## src/rtl/linear_interp_resampler_assert.svh

```systemverilog
// assertion macros for the resampler rtl
// no dependencies; include by bare file name inside a module body
`ifndef LINEAR_INTERP_RESAMPLER_ASSERT_SVH
`define LINEAR_INTERP_RESAMPLER_ASSERT_SVH

// condition in this cycle implies consequence in the same cycle
`define LIR_ASSERT_IMPLY(label, clk, rst, ante, cons) \
  label: assert property (@(posedge clk) disable iff (rst) (ante) |-> (cons)) \
    else $error("resampler assertion failed");

// condition in this cycle implies consequence in the next cycle
`define LIR_ASSERT_NEXT(label, clk, rst, ante, cons) \
  label: assert property (@(posedge clk) disable iff (rst) (ante) |=> (cons)) \
    else $error("resampler assertion failed");

`endif

```

## src/rtl/lir_pkg.sv

```systemverilog
// shared constants and types for the linear interpolation resampler
// no dependencies
package lir_pkg;

  localparam int SAMPLE_W   = 24;
  localparam int LEN_W      = 21;
  localparam int MAX_LENGTH = 1048576;
  localparam int DIV_W      = LEN_W - 1;
  localparam int FRAC_W     = 16;
  localparam int MAX_RUN    = 64;
  localparam int RUN_W      = $clog2(MAX_RUN + 1);
  localparam int STEP_W     = $clog2(DIV_W + 1);
  localparam int PROD_W     = SAMPLE_W + 1 + FRAC_W + 1;
  localparam int CFG_IDX_W  = 1;

  // half of one output lsb, added before the fraction bits are dropped
  localparam logic signed [PROD_W:0] ROUND_BIAS =
    {{(PROD_W - FRAC_W + 1){1'b0}}, 1'b1, {(FRAC_W - 1){1'b0}}};

  // register indexes of the configuration port
  localparam logic [CFG_IDX_W-1:0] REG_SOURCE_LENGTH = 1'd0;
  localparam logic [CFG_IDX_W-1:0] REG_TARGET_LENGTH = 1'd1;

  // command to the shared divider
  typedef struct packed {
    logic              start;
    logic [STEP_W-1:0] steps;
  } div_cmd_t;

endpackage

```

## src/rtl/lir_div.sv

```systemverilog
// shared radix-2 restoring divider, one quotient bit per cycle
// depends on lir_pkg
module lir_div import lir_pkg::*; (
  input  logic             clk,
  input  logic             rst,
  input  div_cmd_t         cmd,
  input  logic [DIV_W-1:0] divisor,
  input  logic [DIV_W-1:0] rem_init,
  input  logic [DIV_W-1:0] dividend,
  output logic             done,
  output logic [DIV_W-1:0] quot,
  output logic [DIV_W-1:0] rem
);

  logic              busy;
  logic [STEP_W-1:0] cnt;
  logic [DIV_W-1:0]  dsr;
  logic [DIV_W-1:0]  bits;
  logic [DIV_W:0]    trial;
  logic [DIV_W:0]    diff;
  logic              ge;

  // shift in the next dividend bit and try a subtract
  assign trial = {rem, bits[DIV_W-1]};
  assign ge    = trial >= {1'b0, dsr};
  assign diff  = trial - {1'b0, dsr};

  always_ff @(posedge clk) begin
    if (rst) begin
      busy <= 1'b0;
      done <= 1'b0;
    end else begin
      done <= 1'b0;
      if (cmd.start) begin
        busy <= 1'b1;
        cnt  <= cmd.steps;
        dsr  <= divisor;
        rem  <= rem_init;
        bits <= dividend;
        quot <= '0;
      end else if (busy) begin
        rem  <= ge ? diff[DIV_W-1:0] : trial[DIV_W-1:0];
        quot <= {quot[DIV_W-2:0], ge};
        bits <= {bits[DIV_W-2:0], 1'b0};
        cnt  <= cnt - STEP_W'(1);
        if (cnt == STEP_W'(1)) begin
          busy <= 1'b0;
          done <= 1'b1;
        end
      end
    end
  end

endmodule

```

## src/rtl/lir_lerp.sv

```systemverilog
// two-stage interpolation unit: a + round((b - a) * frac / 2^16)
// depends on lir_pkg
module lir_lerp import lir_pkg::*; (
  input  logic                       clk,
  input  logic                       rst,
  input  logic                       start,
  input  logic signed [SAMPLE_W-1:0] a,
  input  logic signed [SAMPLE_W-1:0] b,
  input  logic [FRAC_W-1:0]          frac,
  output logic                       done,
  output logic signed [SAMPLE_W-1:0] result
);

  logic signed [SAMPLE_W:0]   diff;
  logic signed [PROD_W-1:0]   prod_next;
  logic signed [PROD_W-1:0]   prod;
  logic signed [SAMPLE_W-1:0] a_d;
  logic                       prod_vld;
  logic signed [PROD_W:0]     biased;
  logic [SAMPLE_W-1:0]        sum;

  // stage 1: difference times fraction
  assign diff      = (SAMPLE_W + 1)'(b) - (SAMPLE_W + 1)'(a);
  assign prod_next = diff * $signed({1'b0, frac});

  // stage 2: round half up, drop fraction bits, add base sample
  assign biased = (PROD_W + 1)'(prod) + ROUND_BIAS;
  assign sum    = a_d + biased[FRAC_W +: SAMPLE_W];

  always_ff @(posedge clk) begin
    if (rst) begin
      prod_vld <= 1'b0;
      done     <= 1'b0;
    end else begin
      prod_vld <= start;
      done     <= prod_vld;
      if (start) begin
        prod <= prod_next;
        a_d  <= a;
      end
      if (prod_vld) begin
        result <= $signed(sum);
      end
    end
  end

endmodule

```

## src/rtl/linear_interp_resampler.sv

```systemverilog
// Linear interpolation resampler. Samples of one block arrive one per input
// transfer; each transfer releases the outputs whose two neighbors are now
// known, the final one flagged by last, at most 64 per input. After a
// configuration write the block divides for the step ratio (N-1)/(M-1) on
// the shared divider, if N is nonzero and M is above one, before it takes
// input. Per output, an interpolated point waits on the shared divider for
// the fraction (not when M is one) and then on the multiplier stages; a
// point on an exact sample skips both, and an output past the cap is dropped.
// Output backpressure stalls the sequencer.
// depends on lir_pkg, lir_div, lir_lerp and linear_interp_resampler_assert.svh
module linear_interp_resampler import lir_pkg::*; (
  input  logic                       clk,
  input  logic                       rst,
  input  logic                       cfg_write,
  input  logic [CFG_IDX_W-1:0]       cfg_index,
  input  logic [LEN_W-1:0]           cfg_data,
  input  logic                       in_valid,
  output logic                       in_ready,
  input  logic signed [SAMPLE_W-1:0] sample,
  output logic                       out_valid,
  input  logic                       out_ready,
  output logic signed [SAMPLE_W-1:0] value,
  output logic                       last
);

`include "linear_interp_resampler_assert.svh"

  typedef enum logic [2:0] {
    ST_IDLE,
    ST_RATIO,
    ST_CHECK,
    ST_FRAC,
    ST_MUL,
    ST_ADV,
    ST_PUT
  } state_t;

  state_t                     state;
  logic [LEN_W-1:0]           source_length;
  logic [LEN_W-1:0]           target_length;
  logic                       ratio_pending;
  logic [DIV_W-1:0]           ratio_q;
  logic [DIV_W-1:0]           ratio_r;
  logic signed [SAMPLE_W-1:0] prev_sample;
  logic signed [SAMPLE_W-1:0] cur_sample;
  logic signed [SAMPLE_W-1:0] result;
  logic [LEN_W-1:0]           input_count;
  logic [LEN_W-1:0]           output_index;
  logic [LEN_W-1:0]           pos_int;
  logic [DIV_W-1:0]           pos_rem;
  logic [RUN_W-1:0]           run_count;

  logic [LEN_W-1:0]           n_len;
  logic [LEN_W-1:0]           m_len;
  logic [DIV_W-1:0]           den;
  logic [DIV_W-1:0]           n_m1;
  logic                       due;
  logic                       more;
  logic                       run_open;
  logic [LEN_W-1:0]           output_index_next;
  logic [DIV_W:0]             rem_sum;
  logic                       rem_wrap;
  logic [DIV_W-1:0]           pos_rem_next;
  logic [LEN_W-1:0]           pos_int_next;
  logic                       step_on;
  logic                       out_free;

  div_cmd_t                   div_cmd;
  logic [DIV_W-1:0]           div_rem_init;
  logic [DIV_W-1:0]           div_dividend;
  logic                       div_done;
  logic [DIV_W-1:0]           div_quot;
  logic [DIV_W-1:0]           div_rem;
  logic                       ratio_start;
  logic                       frac_start;

  logic                       lerp_start;
  logic [FRAC_W-1:0]          lerp_frac;
  logic                       lerp_done;
  logic signed [SAMPLE_W-1:0] lerp_result;

  // lengths clamped to the supported maximum
  assign n_len = (source_length > LEN_W'(MAX_LENGTH)) ? LEN_W'(MAX_LENGTH) : source_length;
  assign m_len = (target_length > LEN_W'(MAX_LENGTH)) ? LEN_W'(MAX_LENGTH) : target_length;
  assign den   = (m_len == '0) ? '0 : DIV_W'(m_len - LEN_W'(1));
  assign n_m1  = DIV_W'(n_len - LEN_W'(1));

  // next output is due once both neighbors have arrived
  assign due      = (pos_int < input_count) || ((pos_int == input_count) && (pos_rem == '0));
  assign more     = (output_index < m_len) && due;
  assign run_open = run_count < RUN_W'(MAX_RUN);

  // position advance by one output step
  assign output_index_next = output_index + LEN_W'(1);
  assign step_on           = output_index_next < m_len;
  assign rem_sum           = {1'b0, pos_rem} + {1'b0, ratio_r};
  assign rem_wrap          = rem_sum >= {1'b0, den};
  assign pos_rem_next      = rem_wrap ? DIV_W'(rem_sum - {1'b0, den}) : rem_sum[DIV_W-1:0];
  assign pos_int_next      = pos_int + LEN_W'(ratio_q) + LEN_W'(rem_wrap);

  assign out_free = !out_valid || out_ready;
  assign in_ready = (state == ST_IDLE) && !ratio_pending;

  // shared divider: step ratio after configuration, fraction per interpolated output
  assign ratio_start = (state == ST_IDLE) && ratio_pending && (den != '0) && (n_len != '0);
  assign frac_start  = (state == ST_CHECK) && more && run_open &&
                       (pos_int < input_count) && (den != '0);
  assign div_cmd = '{start: ratio_start || frac_start,
                     steps: (state == ST_CHECK) ? STEP_W'(FRAC_W) : STEP_W'(DIV_W)};
  assign div_rem_init  = (state == ST_CHECK) ? pos_rem : '0;
  assign div_dividend  = (state == ST_CHECK) ? '0 : n_m1;

  lir_div u_div (
    .clk      (clk),
    .rst      (rst),
    .cmd      (div_cmd),
    .divisor  (den),
    .rem_init (div_rem_init),
    .dividend (div_dividend),
    .done     (div_done),
    .quot     (div_quot),
    .rem      (div_rem)
  );

  // interpolation starts when the fraction is ready, or at once with a zero fraction
  assign lerp_start = ((state == ST_FRAC) && div_done) ||
                      ((state == ST_CHECK) && more && run_open &&
                       (pos_int < input_count) && (den == '0));
  assign lerp_frac  = (state == ST_FRAC) ? div_quot[FRAC_W-1:0] : '0;

  lir_lerp u_lerp (
    .clk    (clk),
    .rst    (rst),
    .start  (lerp_start),
    .a      (prev_sample),
    .b      (cur_sample),
    .frac   (lerp_frac),
    .done   (lerp_done),
    .result (lerp_result)
  );

  // sequencer, block state and output register
  always_ff @(posedge clk) begin
    if (rst) begin
      state         <= ST_IDLE;
      source_length <= '0;
      target_length <= '0;
      ratio_pending <= 1'b0;
      ratio_q       <= '0;
      ratio_r       <= '0;
      prev_sample   <= '0;
      input_count   <= '0;
      output_index  <= '0;
      pos_int       <= '0;
      pos_rem       <= '0;
      run_count     <= '0;
      out_valid     <= 1'b0;
    end else begin
      // output transfer empties the register unless a new result loads it
      if (out_valid && out_ready && (cfg_write || (state != ST_PUT))) begin
        out_valid <= 1'b0;
      end

      if (cfg_write) begin
        // register write restarts the block and recomputes the step ratio
        if (cfg_index == REG_SOURCE_LENGTH) begin
          source_length <= cfg_data;
        end
        if (cfg_index == REG_TARGET_LENGTH) begin
          target_length <= cfg_data;
        end
        input_count   <= '0;
        output_index  <= '0;
        pos_int       <= '0;
        pos_rem       <= '0;
        ratio_pending <= 1'b1;
        state         <= ST_IDLE;
      end else begin
        case (state)
          ST_IDLE: begin
            if (ratio_pending) begin
              if (ratio_start) begin
                state <= ST_RATIO;
              end else begin
                ratio_q       <= '0;
                ratio_r       <= '0;
                ratio_pending <= 1'b0;
              end
            end else if (in_valid) begin
              if ((n_len != '0) && (m_len != '0) && (input_count < n_len)) begin
                cur_sample <= sample;
                run_count  <= '0;
                state      <= ST_CHECK;
              end
            end
          end

          ST_RATIO: begin
            if (div_done) begin
              ratio_q       <= div_quot;
              ratio_r       <= div_rem;
              ratio_pending <= 1'b0;
              state         <= ST_IDLE;
            end
          end

          ST_CHECK: begin
            if (more) begin
              if (run_open) begin
                if (pos_int < input_count) begin
                  state <= (den != '0) ? ST_FRAC : ST_MUL;
                end else begin
                  result <= cur_sample;
                  state  <= ST_ADV;
                end
              end else begin
                // past the cap: skip the output, keep the position moving
                output_index <= output_index_next;
                if (step_on) begin
                  pos_rem <= pos_rem_next;
                  pos_int <= pos_int_next;
                end
              end
            end else begin
              prev_sample <= cur_sample;
              input_count <= input_count + LEN_W'(1);
              state       <= ST_IDLE;
            end
          end

          ST_FRAC: begin
            if (div_done) begin
              state <= ST_MUL;
            end
          end

          ST_MUL: begin
            if (lerp_done) begin
              result <= lerp_result;
              state  <= ST_ADV;
            end
          end

          ST_ADV: begin
            output_index <= output_index_next;
            if (step_on) begin
              pos_rem <= pos_rem_next;
              pos_int <= pos_int_next;
            end
            run_count <= run_count + RUN_W'(1);
            state     <= ST_PUT;
          end

          ST_PUT: begin
            if (out_free) begin
              out_valid <= 1'b1;
              value     <= result;
              last      <= !(more && run_open);
              state     <= ST_CHECK;
            end
          end

          default: begin
            state <= ST_IDLE;
          end
        endcase
      end
    end
  end

  // position remainder always stays below the denominator
  `LIR_ASSERT_IMPLY(a_rem_below_den, clk, rst, den != '0, pos_rem < den)
  // never more inputs counted than the block length
  `LIR_ASSERT_IMPLY(a_count_in_block, clk, rst, 1'b1, input_count <= n_len)
  // results per input never pass the cap
  `LIR_ASSERT_IMPLY(a_run_capped, clk, rst, 1'b1, run_count <= RUN_W'(MAX_RUN))
  // a result leaving the sequencer shows up on the output register
  `LIR_ASSERT_NEXT(a_put_loads, clk, rst, (state == ST_PUT) && out_free && !cfg_write, out_valid)

endmodule

```

## config.mk

```make
export PLATFORM = sky130hd
export DESIGN_NAME = linear_interp_resampler
export DESIGN_NICKNAME = d
export VERILOG_FILES = /design/src/rtl/lir_pkg.sv /design/src/rtl/lir_div.sv /design/src/rtl/lir_lerp.sv /design/src/rtl/linear_interp_resampler.sv
export VERILOG_INCLUDE_DIRS = /design/src /design/src/rtl
export SDC_FILE = /design/constraint.sdc
export NUM_CORES = 2
export LEC_CHECK = 0
export ABC_AREA = 1
export BUFFER_PORTS_ARGS = -buffer_cell sky130_fd_sc_hd__buf_2
export CORE_UTILIZATION = 40
export CTS_CLUSTER_DIAMETER = 100
export CTS_CLUSTER_SIZE = 25
export DETAILED_ROUTE_END_ITERATION = 8
export HOLD_SLACK_MARGIN = 0.08
export PLACE_DENSITY = 0.51
export SYNTH_ARGS = -nofsm -noshare
export SYNTH_HDL_FRONTEND = slang
export SYNTH_HIERARCHICAL = 1
export SYNTH_SLANG_ARGS = --single-unit
```

## constraint.sdc

```tcl
create_clock -name clk -period 10 [get_ports clk]
set_clock_uncertainty 0.2 [all_clocks]
set_input_delay 1 -clock clk [delete_from_list [all_inputs] [get_ports clk]]
set_output_delay 1 -clock clk [all_outputs]
set_load 0.01 [all_outputs]
```

After elaboration in Yosys (flattened, before gate mapping)
Cells that the tools add are included.

cells by class
  magnitude comparators = 9
  $add $sub $neg = 14
  reductions and logical operators = 56
  mux-type cells = 68
  eq/ne operators = 27
  multipliers = 1
  bitwise operators = 6

operators by type and width
  operator                count
  $mux 20                 17
  $mux 21                 7
  $pmux 20 s2             3
  $mux 24                 4
  $lt 21x21->1            4
  $pmux 21 s2             2
  $pmux 24 s2             1
  $add 21x1->21 const B   2
  $ge 21x20->1            2
  $gt 21x21->1 const B    2
  $reduce_bool 21->1      2
  $add 40x17->40 const B  1
  $logic_not 20->1        2
  $mul 25x17->40          1
  $sub 20x1->20 const B   2
  $sub 20x20->20          2
  $mux 3                  13
  $sub 24x24->25          1
  $add 24x24->24          1
  $add 20x20->21          1
  $add 21x1->21           1
  $add 21x20->21          1
  $eq 21x21->1            1
  $logic_not 21->1        1
  other kinds (35)        107

storage, ports and cells
  register bits after elaboration = 451
  output and inout bits = 27

Logic depth before layout (Yosys ltp)
  depth after elaboration = 11
  depth in mapped cells = 44
  mapped depth without buffers = 40

Hierarchy
The synthesis kept the hierarchy.

by module, submodules not included
  module                   instances  sequential area each (sq um)  cells an instance  area each (sq um)
  lir_lerp                 1          2,232.1                       2,554              20,418.3
  linear_interp_resampler  1          6,216.0                       2,333              16,977.5
  lir_div                  1          2,592.5                       627                5,185.0

Worst setup path after synthesis
OpenSTA, ideal clock, no wires.

  kind = register -> register
  start point = register target_length[5]
  end point = register u_div.busy
  cell stages (with the launch flop) = 28
  clock period less this slack = 7,339 ps
  data arrival time = 7,066 ps
  path slack = 2,661 ps
  cell sequence = dfxtp_1 -> nor2_1 -> nand2_1 -> nor2_1 -> nand3_1 -> nand2_1 -> buf_2 -> buf_4 -> inv_2 -> nor2_1 -> inv_1 -> ha_1 -> a21oi_1 -> nor2_1 -> nor2_1 -> a31o_2 -> o2111ai_1 -> a21oi_1 -> nand2_1 -> nor2_1 -> nand3_1 -> a21boi_0 -> clkbuf_1 -> clkinv_1 -> clkbuf_1 -> a21oi_1 -> o21ai_0 -> inv_1

RTL lines
  what                    line                            RTL
  start, declared         linear_interp_resampler.sv:40   logic [LEN_W-1:0] target_length;
  start signal, assigned  linear_interp_resampler.sv:170  target_length <= cfg_data;
  end signal, assigned    lir_div.sv:30                   busy <= 1'b0;
  end signal, assigned    lir_div.sv:35                   busy <= 1'b1;
  end signal, assigned    lir_div.sv:47                   busy <= 1'b0;
  end, declared           lir_div.sv:15                   logic busy;

Final worst setup path
  start point = register target_length[9]
  end point = register pos_int[18]

on the way
  longest elaborated chain between the ends = 10
  elaborated cells on any way between the ends = 16
  classes of those cells = add/sub (2); order compare (4); eq/ne (1); mux (6); reduce/logical (3)

ends and longest elaborated chain
  what                                                      line                                                            RTL
  $gt 21x21->1                                              linear_interp_resampler.sv:84                                   assign m_len = (target_length > LEN_W'(MAX_LENGTH)) ? LEN_W'(MAX_LENGTH) : target_length;
  $mux 21 *                                                 linear_interp_resampler.sv:84
  $sub 20x1->20 / $logic_not 21->1 (equally long branches)  linear_interp_resampler.sv:85                                   assign den = (m_len == '0) ? '0 : DIV_W'(m_len - LEN_W'(1));
  $mux 20                                                   linear_interp_resampler.sv:85
  $ge 21x20->1                                              linear_interp_resampler.sv:97                                   assign rem_wrap = rem_sum >= {1'b0, den};
  $add 21x1->21                                             linear_interp_resampler.sv:99                                   assign pos_int_next = pos_int + LEN_W'(ratio_q) + LEN_W'(rem_wrap);
  $mux 21                                                   linear_interp_resampler.sv:219, linear_interp_resampler.sv:246
  $mux 21                                                   linear_interp_resampler.sv:209                                  if (run_open) begin
  $mux 21                                                   linear_interp_resampler.sv:208                                  if (more) begin
  $pmux 21 s2                                               linear_interp_resampler.sv:179                                  case (state)
  end signal, assigned                                      linear_interp_resampler.sv:221                                  pos_int <= pos_int_next;
  end signal, assigned                                      linear_interp_resampler.sv:248                                  pos_int <= pos_int_next;
  end, declared                                             linear_interp_resampler.sv:49                                   logic [LEN_W-1:0] pos_int;

Mark *: on every way between the ends. The rest lies on a longest branch, timed or not. The select of a mux whose other input is x is not followed.
A chain may end at the register's enable or synchronous reset.

==> impl_metrics.csv <==
group,metric,value,unit
run_status,status,"finished with violations",
run_status,violations,"DRC",
sta,tightest_slew,1.11,ns
setup_path,cp-end-kind,"register",
worst_hold_path,hold_path_class,"reg -> reg",
synthesis,avgSynthCellArea,7.72,sq um
setup_path,reg2reg_to,"pos_int[18]",
cells_and_area,final_common_cell,"nand2_1",
global_routing,grtUsageMet2,39.7,%
global_routing,gr-usage-met1,37.7,%
global_routing,grt_pass1_wl,211,mm
clocking,cts-root-buf,"clkbuf_16",
placed_design,hpwl,111,mm
synthesis,synthFlopType,"edfxtp_1",
synthesis,netlist_area,42600,sq um
worst_hold_path,hold_end,"value[3]",
synthesis,synth_top_area_cell,"fa_1",
setup_path,reg2reg_depth,35,
setup_path,startpoint_type,"register",
sta,timing_hold_violations_final,0,
setup_path,r2r-start,"target_length[9]",
flow_run,cap_violations,0,
cells_and_area,final-seq-area,11000,sq um
drt,drc,44,
setup_path,critical-path-top-delay-family,"simple AND/OR/NAND/NOR gates",
drt,drt_iter0_drc,2601,
sta,slew_viol_final,0,
drt,wl_per_cell,19.5,um
clocking,cts_tree,"built",
cells_and_area,drive_above_1_share,5.57,%
setup_path,r2r_slack,1.65,ns
setup_path,cp_slowest_cell,"nor4_1",
drt,routed_via_density,5.16,
drt,first_pass_iters,7,
power_and_ir_drop,peakVddDrop,138,uV
clocking,cts-htree-levels,1,
global_routing,track_usage,25.3,%
setup_path,crit_type,"reg -> reg",
global_routing,grt-ovfl-total,0,
synthesis,ys.warnings.count,6,
synthesis,netlist_top_cells_area,"fa_1 (18%), edfxtp_1 (16%), nand2_1 (9.7%)",
global_routing,grt-busiest-layer,"met2",
global_routing,use_met3,2.07,%
cells_and_area,final_cell_mix,"nand2_1 (1104), inv_1 (987), nor2_1 (580), fa_1 (378), a21oi_1 (353)",
clocking,clkSlewWorstSetupHoldPaths,0.10,ns
floorplanning,rows,119,
floorplanning,start_util,40.4,%
cells_and_area,area_growth,6.75,%
sta,finalSetupViolCount,0,
synthesis,yosysSeqAreaShare,25.9,%
sta,hold_ws,0.222,ns
synthesis,synth_edf_count,231,
clocking,numCtsBuffers,26,
drt,routed_wl,135,mm
sta,period_share,83.5,%
floorplanning,io_pins,78,
synthesis,synthCells,5514,
cells_and_area,nets,6272,
floorplanning,die_area,108000,sq um
clocking,cts_sinks,436,
synthesis,synth_top_cell_area_share,17.8,%
sta,fin_tns_setup,0,ns
clocking,cts_resized,0,
sta,rsz0062_at_grt,"no",
floorplanning,fp.dieH,328,um
placed_design,port_buffers,77,
power_and_ir_drop,p_leak,21.3,nW
synthesis,synthArstFlopShare,0,%
clocking,clk_latency,0.65,ns
synthesis,synth_cell_types,67,
setup_path,required,10.30,ns
power_and_ir_drop,power_density,101,nW/um^2
cells_and_area,fill_cells,11000,
setup_path,arrival,8.65,ns
clocking,ctsHoldBuffers,0,
floorplanning,die-width,328,um
cells_and_area,multi_input_area,27200,sq um
setup_path,worst-path-max-fanout,29,
clocking,clockBufferDepth,3,
placed_design,place_congestion,0.919,
drt,vias,35800,
synthesis,ys_ff_latch,436,
global_routing,grt_max_degree,81,
drt,ant_nets,0,
worst_hold_path,holdPathStages,0,
setup_path,cp_num_buf_inv,4,
sta,min_period,8.35,ns
sta,fmax,120,MHz
sta,relSlewSlack,25.9,%
global_routing,grt_pass1_vias,35600,
floorplanning,fp.coreArea,105000,sq um
worst_hold_path,hold_path.startpoint,"result[3]",
global_routing,antenna_found_initial,1,
clocking,cts_setup_buffers,0,
power_and_ir_drop,design_power_total,0.00460,W
setup_path,slowest_delay,0.62,ns
## worst max-delay path by stage
stage / endpoint / slack [ns] / depth (start not counted) / from
floorplan: u_div/busy / 2.66 / 27 / target_length[5]
global placement: pos_int[18] / 1.75 / 35 / target_length[9]
detailed placement: pos_int[18] / 1.80 / 35 / target_length[9]
CTS: pos_int[18] / 1.73 / 35 / target_length[9]
global route: pos_int[18] / 1.09 / 35 / target_length[7]
finish: pos_int[18] / 1.65 / 35 / target_length[9]
## final cells by class
| cell class | instances | area share (%) |
|---|---|---|
| Antenna cell | 1 | 0.00551 |
| Clock inverter | 17 | 0.529 |
| Inverter | 1015 | 8.38 |
| Clock buffer | 31 | 1.49 |
| Tap cell | 1391 | 3.83 |
| Sequential cell | 436 | 24.3 |
| Multi-Input combinational cell | 3919 | 59.7 |
| Timing Repair Buffer | 131 | 1.74 |
## flip-flops by register name, summed over array words and instances, names as in the netlist, 21 cells and up
name           count
cur_sample        24
input_count       21
output_index      21
pos_int           21
prev_sample       24
result            24
source_length     21
target_length     21
u_lerp/a_d        24
u_lerp/prod       25
u_lerp/result     24
value             24
## synth_stat cells (15+ instances only)
cell,instances
nor3_1,67
nand2_1,1104
inv_1,987
nand3_1,286
fa_1,378
xnor2_1,59
buf_2,16
nor2_2,27
o211ai_1,15
inv_2,15
nor2_1,587
edfxtp_1,231
clkbuf_1,111
nand3b_1,33
a31oi_1,15
nand2_2,27
nor4_1,24
o21ai_1,37
o21ai_0,262
ha_1,314
a21oi_1,354
nand4_1,55
dfxtp_1,205
or2_1,27
xor2_1,113
## power by group
group | switching [W] | internal (W) | total (W) | leakage [nW]
combinational | 0.000875 | 0.000382 | 0.00126 | 17.0
clock | 0.000717 | 0.000572 | 0.00129 | 0.436
sequential | 0.0000611 | 0.00199 | 0.00205 | 3.79
## per-stage QoR
stage | util (%) | std cells | setup WS, ns | area [sq um]
after floorplan | - | 5516 | 2.66 | 42600
after global placement | 42.2 | 6892 | 1.75 | 44500
after detailed placement | 42.2 | 6892 | 1.80 | 44500
after CTS | 43.1 | 6940 | 1.73 | 45500
after global routing | 43.1 | 6940 | 1.09 | 45500
final | 43.1 | 6941 | 1.65 | 45500
## logic make-up after synthesis
group	after synthesis	synth area share, %
xor gates and xnor gates	177	3.76
adders and majority gates	692	27.0
AOI/OAI and AO/OA	762	9.74
other	2	0.0176
buffers and inverters	1161	10.5
DFF	436	25.9
and+or+nand+nor	2284	23.1
## worst register-to-register path: cells and delay by family (launching register included)
family                     cells  cell delay, ns
AOI/OAI and AO/OA              9            2.11
xor gates and xnor gates       1            0.17
adders and majority gates      3            1.45
buffers and inverters          4            0.94
DFF                            1            0.38
and+or+nand+nor               18            2.95
## routing by layer
| layer | wire length [um] | share of wire, % |
|---|---|---|
| met5 | 0 | 0 |
| met4 | 3140 | 2.3 |
| met3 | 6610 | 4.9 |
| met2 | 58900 | 44 |
| met1 | 66500 | 49 |
No activity file was read; power rests on OpenSTA's default activity.
